File: src/hw/rtl/slcfr_pkg.sv
package slcfr_pkg;

  localparam int BYTE_W    = 8;
  localparam int KIND_W    = 3;
  localparam int CFG_IDX_W = 2;
  localparam int LEN_CMP_W = 9;
  localparam int CMD_START = 4;

  localparam logic [BYTE_W-1:0] LEN_MIN = 8'd3;

  localparam logic [KIND_W-1:0] KIND_CMD  = 3'd0;
  localparam logic [KIND_W-1:0] KIND_PONG = 3'd1;
  localparam logic [KIND_W-1:0] KIND_CSUM = 3'd2;
  localparam logic [KIND_W-1:0] KIND_OVER = 3'd3;
  localparam logic [KIND_W-1:0] KIND_SYNC = 3'd4;
  localparam logic [KIND_W-1:0] KIND_LEN  = 3'd5;

  localparam logic [CFG_IDX_W-1:0] CFG_SYNC_FIRST  = 2'd0;
  localparam logic [CFG_IDX_W-1:0] CFG_SYNC_SECOND = 2'd1;
  localparam logic [CFG_IDX_W-1:0] CFG_PING_CODE   = 2'd2;
  localparam logic [CFG_IDX_W-1:0] CFG_PONG_CODE   = 2'd3;

  localparam logic [BYTE_W-1:0] SYNC_FIRST_RST  = 8'd170;
  localparam logic [BYTE_W-1:0] SYNC_SECOND_RST = 8'd85;
  localparam logic [BYTE_W-1:0] PING_CODE_RST   = 8'd0;
  localparam logic [BYTE_W-1:0] PONG_CODE_RST   = 8'd1;

  typedef enum logic [2:0] {
    ST_IN,
    ST_PONG1,
    ST_PONG2,
    ST_FETCH,
    ST_EMIT
  } state_t;

  typedef enum logic [2:0] {
    CLS_STORE,
    CLS_SYNC,
    CLS_OVER,
    CLS_PONG,
    CLS_LEN,
    CLS_CSUM,
    CLS_BURST
  } cls_t;

  typedef enum logic [1:0] {
    OSEL_CLS,
    OSEL_PONG2,
    OSEL_PONG3,
    OSEL_BURST
  } osel_t;

  typedef struct packed {
    logic  accept;
    logic  out_load;
    osel_t out_sel;
    logic  burst_start;
    logic  burst_step;
    logic  burst_done;
  } ctrl_cmd_t;

  typedef struct packed {
    cls_t cls;
    logic burst_last;
    logic out_free;
  } dp_stat_t;

endpackage

File: src/hw/rtl/sync_length_checksum_frame_receiver_unit.sv
// A byte that ends in an error, or a ping that starts a pong, shows on out in the cycle after it is taken.
// One input beat per cycle while the output register is free; input is held off while the pong beats go out.
// A good frame end emits its command bytes from the frame store, each beat a registered
// store read and then an output load; input is held off until the last one is taken.
// Reset (rst_n low, synchronous): hunt restarts, output empties, config registers take defaults.
module sync_length_checksum_frame_receiver_unit #(
  parameter int STORE_DEPTH = 64
) (
  input  logic                              clk,
  input  logic                              rst_n,
  input  logic                              cfg_we,
  input  logic [slcfr_pkg::CFG_IDX_W-1:0]   cfg_index,
  input  logic [slcfr_pkg::BYTE_W-1:0]      cfg_data,
  input  logic                              in_valid,
  output logic                              in_ready,
  input  logic [slcfr_pkg::BYTE_W-1:0]      in_rx_byte,
  output logic                              out_valid,
  input  logic                              out_ready,
  output logic [slcfr_pkg::KIND_W-1:0]      out_result_kind,
  output logic [slcfr_pkg::BYTE_W-1:0]      out_byte,
  output logic                              out_last_of_run
);

  slcfr_pkg::ctrl_cmd_t cmd;
  slcfr_pkg::dp_stat_t  stat;

  slcfr_ctrl u_ctrl (
    .clk      (clk),
    .rst_n    (rst_n),
    .in_valid (in_valid),
    .in_ready (in_ready),
    .stat     (stat),
    .cmd      (cmd)
  );

  slcfr_dpath #(
    .STORE_DEPTH (STORE_DEPTH)
  ) u_dpath (
    .clk             (clk),
    .rst_n           (rst_n),
    .cfg_we          (cfg_we),
    .cfg_index       (cfg_index),
    .cfg_data        (cfg_data),
    .in_rx_byte      (in_rx_byte),
    .cmd             (cmd),
    .stat            (stat),
    .out_valid       (out_valid),
    .out_ready       (out_ready),
    .out_result_kind (out_result_kind),
    .out_byte        (out_byte),
    .out_last_of_run (out_last_of_run)
  );

endmodule

File: src/hw/rtl/slcfr_ctrl.sv
module slcfr_ctrl (
  input  logic                  clk,
  input  logic                  rst_n,
  input  logic                  in_valid,
  output logic                  in_ready,
  input  slcfr_pkg::dp_stat_t   stat,
  output slcfr_pkg::ctrl_cmd_t  cmd
);

  slcfr_pkg::state_t state_r, state_nxt;

  always_ff @(posedge clk) begin
    if (!rst_n) begin
      state_r <= slcfr_pkg::ST_IN;
    end else begin
      state_r <= state_nxt;
    end
  end

  always_comb begin
    state_nxt       = state_r;
    in_ready        = 1'b0;
    cmd.accept      = 1'b0;
    cmd.out_load    = 1'b0;
    cmd.out_sel     = slcfr_pkg::OSEL_CLS;
    cmd.burst_start = 1'b0;
    cmd.burst_step  = 1'b0;
    cmd.burst_done  = 1'b0;
    unique case (state_r)
      slcfr_pkg::ST_IN: begin
        in_ready = stat.out_free;
        if (in_valid && stat.out_free) begin
          cmd.accept = 1'b1;
          priority if (stat.cls == slcfr_pkg::CLS_BURST) begin
            cmd.burst_start = 1'b1;
            state_nxt       = slcfr_pkg::ST_FETCH;
          end else if (stat.cls == slcfr_pkg::CLS_PONG) begin
            cmd.out_load = 1'b1;
            state_nxt    = slcfr_pkg::ST_PONG1;
          end else if (stat.cls != slcfr_pkg::CLS_STORE) begin
            cmd.out_load = 1'b1;
          end else begin
            state_nxt = slcfr_pkg::ST_IN;
          end
        end
      end
      slcfr_pkg::ST_PONG1: begin
        if (stat.out_free) begin
          cmd.out_load = 1'b1;
          cmd.out_sel  = slcfr_pkg::OSEL_PONG2;
          state_nxt    = slcfr_pkg::ST_PONG2;
        end
      end
      slcfr_pkg::ST_PONG2: begin
        if (stat.out_free) begin
          cmd.out_load = 1'b1;
          cmd.out_sel  = slcfr_pkg::OSEL_PONG3;
          state_nxt    = slcfr_pkg::ST_IN;
        end
      end
      slcfr_pkg::ST_FETCH: begin
        state_nxt = slcfr_pkg::ST_EMIT;
      end
      slcfr_pkg::ST_EMIT: begin
        if (stat.out_free) begin
          cmd.out_load = 1'b1;
          cmd.out_sel  = slcfr_pkg::OSEL_BURST;
          if (stat.burst_last) begin
            cmd.burst_done = 1'b1;
            state_nxt      = slcfr_pkg::ST_IN;
          end else begin
            cmd.burst_step = 1'b1;
            state_nxt      = slcfr_pkg::ST_FETCH;
          end
        end
      end
      default: begin
        state_nxt = slcfr_pkg::ST_IN;
      end
    endcase
  end

endmodule

File: src/hw/rtl/slcfr_dpath.sv
module slcfr_dpath #(
  parameter int STORE_DEPTH = 64
) (
  input  logic                                 clk,
  input  logic                                 rst_n,
  input  logic                                 cfg_we,
  input  logic [slcfr_pkg::CFG_IDX_W-1:0]      cfg_index,
  input  logic [slcfr_pkg::BYTE_W-1:0]         cfg_data,
  input  logic [slcfr_pkg::BYTE_W-1:0]         in_rx_byte,
  input  slcfr_pkg::ctrl_cmd_t                 cmd,
  output slcfr_pkg::dp_stat_t                  stat,
  output logic                                 out_valid,
  input  logic                                 out_ready,
  output logic [slcfr_pkg::KIND_W-1:0]         out_result_kind,
  output logic [slcfr_pkg::BYTE_W-1:0]         out_byte,
  output logic                                 out_last_of_run
);

  localparam int IDX_W = $clog2(STORE_DEPTH);
  localparam int CNT_W = $clog2(STORE_DEPTH + 1);

  logic [slcfr_pkg::BYTE_W-1:0] sync_first_r, sync_second_r, ping_code_r, pong_code_r;
  logic [CNT_W-1:0]             count_r;
  logic [slcfr_pkg::BYTE_W-1:0] len_r, csum_r, sum_r;
  logic [IDX_W-1:0]             rd_ptr_r;
  logic [slcfr_pkg::BYTE_W-1:0] rd_data_r;
  logic [slcfr_pkg::BYTE_W-1:0] mem [STORE_DEPTH];

  logic                         out_valid_r;
  logic [slcfr_pkg::KIND_W-1:0] out_kind_r;
  logic [slcfr_pkg::BYTE_W-1:0] out_byte_r;
  logic                         out_last_r;

  logic [CNT_W-1:0]             cnt_inc;
  logic [slcfr_pkg::BYTE_W-1:0] sum_fin;
  logic                         frame_end;
  slcfr_pkg::cls_t              cls;
  logic                         keep;
  logic [slcfr_pkg::KIND_W-1:0] ld_kind;
  logic [slcfr_pkg::BYTE_W-1:0] ld_byte;
  logic                         ld_last;

  assign cnt_inc   = count_r + 1'b1;
  assign sum_fin   = sum_r + in_rx_byte;
  assign frame_end = (cnt_inc > CNT_W'(slcfr_pkg::CMD_START - 1)) &&
                     (slcfr_pkg::LEN_CMP_W'(cnt_inc) ==
                      slcfr_pkg::LEN_CMP_W'(len_r) + slcfr_pkg::LEN_CMP_W'(2));

  always_comb begin
    priority if (count_r == CNT_W'(0)) begin
      cls = (in_rx_byte == sync_first_r) ? slcfr_pkg::CLS_STORE : slcfr_pkg::CLS_SYNC;
    end else if (count_r == CNT_W'(1)) begin
      cls = (in_rx_byte == sync_second_r) ? slcfr_pkg::CLS_STORE : slcfr_pkg::CLS_SYNC;
    end else if (count_r >= CNT_W'(STORE_DEPTH)) begin
      cls = slcfr_pkg::CLS_OVER;
    end else if (count_r == CNT_W'(2) && in_rx_byte == ping_code_r) begin
      cls = slcfr_pkg::CLS_PONG;
    end else if (count_r == CNT_W'(2) && in_rx_byte < slcfr_pkg::LEN_MIN) begin
      cls = slcfr_pkg::CLS_LEN;
    end else if (frame_end) begin
      cls = (sum_fin == csum_r) ? slcfr_pkg::CLS_BURST : slcfr_pkg::CLS_CSUM;
    end else begin
      cls = slcfr_pkg::CLS_STORE;
    end
  end

  assign keep = (cls == slcfr_pkg::CLS_STORE) || (cls == slcfr_pkg::CLS_BURST);

  assign stat.cls        = cls;
  assign stat.burst_last = (CNT_W'(rd_ptr_r) + 1'b1) == count_r;
  assign stat.out_free   = !out_valid_r || out_ready;

  always_comb begin
    ld_kind = slcfr_pkg::KIND_CMD;
    ld_byte = '0;
    ld_last = 1'b1;
    unique case (cmd.out_sel)
      slcfr_pkg::OSEL_CLS: begin
        unique case (cls)
          slcfr_pkg::CLS_SYNC: ld_kind = slcfr_pkg::KIND_SYNC;
          slcfr_pkg::CLS_OVER: ld_kind = slcfr_pkg::KIND_OVER;
          slcfr_pkg::CLS_LEN:  ld_kind = slcfr_pkg::KIND_LEN;
          slcfr_pkg::CLS_CSUM: ld_kind = slcfr_pkg::KIND_CSUM;
          slcfr_pkg::CLS_PONG: begin
            ld_kind = slcfr_pkg::KIND_PONG;
            ld_byte = sync_first_r;
            ld_last = 1'b0;
          end
          default: ld_kind = slcfr_pkg::KIND_CMD;
        endcase
      end
      slcfr_pkg::OSEL_PONG2: begin
        ld_kind = slcfr_pkg::KIND_PONG;
        ld_byte = sync_second_r;
        ld_last = 1'b0;
      end
      slcfr_pkg::OSEL_PONG3: begin
        ld_kind = slcfr_pkg::KIND_PONG;
        ld_byte = pong_code_r;
      end
      slcfr_pkg::OSEL_BURST: begin
        ld_byte = rd_data_r;
        ld_last = stat.burst_last;
      end
      default: ld_kind = slcfr_pkg::KIND_CMD;
    endcase
  end

  always_ff @(posedge clk) begin
    if (!rst_n) begin
      sync_first_r  <= slcfr_pkg::SYNC_FIRST_RST;
      sync_second_r <= slcfr_pkg::SYNC_SECOND_RST;
      ping_code_r   <= slcfr_pkg::PING_CODE_RST;
      pong_code_r   <= slcfr_pkg::PONG_CODE_RST;
    end else if (cfg_we) begin
      unique case (cfg_index)
        slcfr_pkg::CFG_SYNC_FIRST:  sync_first_r  <= cfg_data;
        slcfr_pkg::CFG_SYNC_SECOND: sync_second_r <= cfg_data;
        slcfr_pkg::CFG_PING_CODE:   ping_code_r   <= cfg_data;
        slcfr_pkg::CFG_PONG_CODE:   pong_code_r   <= cfg_data;
        default:                    pong_code_r   <= pong_code_r;
      endcase
    end
  end

  always_ff @(posedge clk) begin
    if (!rst_n) begin
      count_r <= '0;
    end else if (cmd.accept) begin
      count_r <= keep ? cnt_inc : '0;
    end else if (cmd.burst_done) begin
      count_r <= '0;
    end
  end

  always_ff @(posedge clk) begin
    if (cmd.accept && cls == slcfr_pkg::CLS_STORE) begin
      if (count_r == CNT_W'(2)) begin
        len_r <= in_rx_byte;
      end else if (count_r == CNT_W'(3)) begin
        csum_r <= in_rx_byte;
        sum_r  <= '0;
      end else begin
        sum_r <= sum_fin;
      end
    end
    if (cmd.accept && keep) begin
      mem[count_r[IDX_W-1:0]] <= in_rx_byte;
    end
    if (cmd.burst_start) begin
      rd_ptr_r <= IDX_W'(slcfr_pkg::CMD_START);
    end else if (cmd.burst_step) begin
      rd_ptr_r <= rd_ptr_r + 1'b1;
    end
    rd_data_r <= mem[rd_ptr_r];
  end

  always_ff @(posedge clk) begin
    if (!rst_n) begin
      out_valid_r <= 1'b0;
    end else if (cmd.out_load) begin
      out_valid_r <= 1'b1;
    end else if (out_ready) begin
      out_valid_r <= 1'b0;
    end
  end

  always_ff @(posedge clk) begin
    if (cmd.out_load) begin
      out_kind_r <= ld_kind;
      out_byte_r <= ld_byte;
      out_last_r <= ld_last;
    end
  end

  assign out_valid       = out_valid_r;
  assign out_result_kind = out_kind_r;
  assign out_byte        = out_byte_r;
  assign out_last_of_run = out_last_r;

endmodule

File: config.mk
export PLATFORM = sky130hd
export DESIGN_NAME = sync_length_checksum_frame_receiver_unit
export DESIGN_NICKNAME = d
export VERILOG_FILES = /design/src/hw/rtl/slcfr_pkg.sv /design/src/hw/rtl/sync_length_checksum_frame_receiver_unit.sv /design/src/hw/rtl/slcfr_ctrl.sv /design/src/hw/rtl/slcfr_dpath.sv
export SDC_FILE = /design/constraint.sdc
export NUM_CORES = 1
export LEC_CHECK = 0
export BUFFER_PORTS_ARGS = -buffer_cell sky130_fd_sc_hd__buf_2
export CAP_MARGIN = 20
export CORE_MARGIN = 2
export CORE_UTILIZATION = 54
export CTS_CLUSTER_DIAMETER = 150
export DETAILED_ROUTE_END_ITERATION = 6
export PLACE_DENSITY_LB_ADDON = 0.05
export SETUP_SLACK_MARGIN = 0.15
export SYNTH_ARGS = -nofsm -noshare
export SYNTH_HDL_FRONTEND = slang
export SYNTH_SLANG_ARGS = --single-unit
File: constraint.sdc
create_clock -name clk -period 13.8 [get_ports clk]
set_input_delay 0.69 -clock clk [delete_from_list [all_inputs] [get_ports clk]]
set_output_delay 0.69 -clock clk [all_outputs]
set_load 0.02 [all_outputs]
==> results.cfg <==
[outcome]
status = finished, final reports clean

[timing]
maxSlewViolCount = 0
clock_skew_ns = 0.0254
setup_tns_ns = 0
hold_viol_final = 0
fin_crit_ns = 5.66
fin_hold_ws_ns = 0.349
slew_headroom = 0.251
rsz0062_at_grt = false
fin_crit_sh = 0.410
finalSetupViolCount = 0
fmax_mhz = 177
worst_pin_slew_ns = 1.11

[cts]
post-cts-setup-buffer-count = 0
postCtsHoldBufs = 0
cts_resized = 0
cts_tree = yes
cts-root-buf = clkbuf_16
cts_buffers = 60
clk_pin_slew_ns = 0.06
clock_path_buffers = 3
cts.sinks = 605
htreeDepth = 2
clock_latency_ns = 0.64

[drt]
first_iter_violations = 1559
viasPerCell = 6.41
ant_nets = 0
wl_mm = 60.8
wire_per_inst_um = 29.2
drc = 0
drtPass1Iterations = 7
num_vias = 13300

[critical_path]
crit_arrival_ns = 6.01
cp-start-kind = flip-flop
critPathBufInv = 3
required_ns = 14.15
crit_top_cell = buf_4
startpoint = u_dpath.count_r[1]
crit_chain = buf_4 > nand3_2 > and2_1 > or4b_1 > o31ai_4 > nor4_1 > a31oi_4 > and4_1 > nor2_4 > buf_4 > nor4_1 > buf_4
path_delay_family = simple AND/OR/NAND/NOR gates
rr_startpoint = u_dpath.count_r[1]
crit_type = reg2reg
critPathSlowestCell = nor4_1
cp-end-kind = flip-flop
crit_fanout = 49
max_stage_delay_ns = 0.89

[logic_synthesis]
synth_flop_cell = edfxtp_1
synth_top_area_frac = 0.654
synth-seq-cells = 605
yosysUniqueCellTypes = 74
seq_area_frac_synth = 0.700
avgSynthCellArea_um2 = 18.6
async_flop_share = 0
synth_area_leaders = edfxtp_1, mux4_2, dfxtp_1
synth_nets = 1393
synth_edf_count = 548
synth_area_leader_cell = edfxtp_1
syn_inst = 1351
syn_area_um2 = 25100
yosysWarnings = 0

[grt]
grt_pass1_wl_mm = 87.8
grt_start_max_net_pins = 98
track_usage = 0.257
grt_pass1_vias = 12900
globalRouteOverflowTotal = 0
antenna_found_initial = 5

[power_and_ir_drop]
p_leak_uw = 0.00893
p_per_area_nw_per_um2 = 135
irDropWorstVdd_uv = 93.9

[place]
place_congestion = 0.857
portBuffers = 36
post_dp_cell_area_um2 = 26200
dp_hpwl_mm = 36.8

[floorplan]
start_util = 0.544
die_h_um = 220
num_rows = 79
dieArea_um2 = 48300
ios = 37
fp.coreArea_um2 = 46300
die_x_um = 220

[hold_path]
hp-start = cfg_data[4]
hold_path.class = in2reg

[final_layout]
final_cell_mix = edfxtp_1, mux4_2, clkbuf_16
design_area_um2 = 28200
synthToLayoutAreaGrowth_pct = 12.3
layout_commonest_cell = edfxtp_1
nFillCells = 3323
drive_gt1_frac = 0.275
final_nets = 1461

[flow_run]
maxCapViolCount = 0
-- Yosys cell counts (14+ instances only) --
| master | count |
|---|---|
| mux4_2 | 168 |
| ha_1 | 18 |
| o21ai_0 | 14 |
| nand2_1 | 56 |
| clkbuf_1 | 58 |
| nor3_1 | 29 |
| buf_1 | 17 |
| edfxtp_1 | 548 |
| xor2_1 | 19 |
| xnor2_1 | 40 |
| nor4_1 | 43 |
| nor2_1 | 49 |
| a21oi_1 | 21 |
| mux2i_1 | 27 |
| dfxtp_1 | 57 |
-- where the power goes --
group          internal (uW)  switching, uW
registers               2000           12.9
clock network            923            688
logic                   75.6            102
total                   3000            802
-- flip-flops by register name, indices dropped and copies added, names as in the netlist, 3 cells and up --
name,flops
u_dpath.mem,512
u_dpath.csum_r,8
u_dpath.len_r,8
u_dpath.out_byte,8
u_dpath.ping_code_r,8
u_dpath.pong_code_r,8
u_dpath.rd_data_r,8
u_dpath.sum_r,8
u_dpath.sync_first_r,8
u_dpath.sync_second_r,8
u_dpath.count_r,7
u_dpath.rd_ptr_r,6
u_ctrl.state_r,3
u_dpath.out_result_kind,3
-- logic make-up after synthesis --
family          count (synthesis)  share of synthesized area
buf+inv                       100                     0.0170
xor+xnor                       62                     0.0230
flops                         605                      0.700
simple gates                  269                     0.0594
fa+ha+maj                      19                    0.00975
compound gates                 98                     0.0284
mux                           198                      0.163
-- layout make-up --
cell class	count	area, um2	share of cell area
clock buffers	75	1580	0.0559
clock inverters	39	372	0.0132
repair buffers	96	648	0.0230
flip-flops and latches	605	17600	0.624
well taps	607	759	0.0269
diodes	2	5.00	0.000177
multi-input cells	646	7230	0.256
inverters	10	37.5	0.00133
-- worst min-delay path: cells and delay by family --
kind                   cells  cell delay [ns]
buffers and inverters      1             0.13
and+or+nand+nor            1             0.06
AOI/OAI and AO/OA          1             0.05
-- through the flow --
step,instances,total power [uW],worst slack [ns],utilization
after floorplan,1351,2150,9.23,-
after global placement,1947,2230,7.71,0.565
after detailed placement,1948,2230,7.62,0.566
after CTS,2062,3830,8.15,0.608
after global routing,2078,3910,7.92,0.610
final,2080,3800,8.14,0.610
-- per-layer routing --
layer / share of wire / track usage
met5: 0.00021 / 0
met4: 0.027 / 0.0828
met3: 0.091 / 0.0542
met2: 0.47 / 0.401
met1: 0.41 / 0.367
-- final timing paths --
check | slack (ns) | end | cells after the start
worst max register to register | 8.14 | u_dpath.mem[56][2] | 12
worst min register to register | 0.47 | u_dpath.pong_code_r[5] | 2
worst min-delay path | 0.35 | u_dpath.pong_code_r[4] | 3
worst max-delay path | 8.14 | u_dpath.mem[56][2] | 12
(Power assumes the default switching activity.)
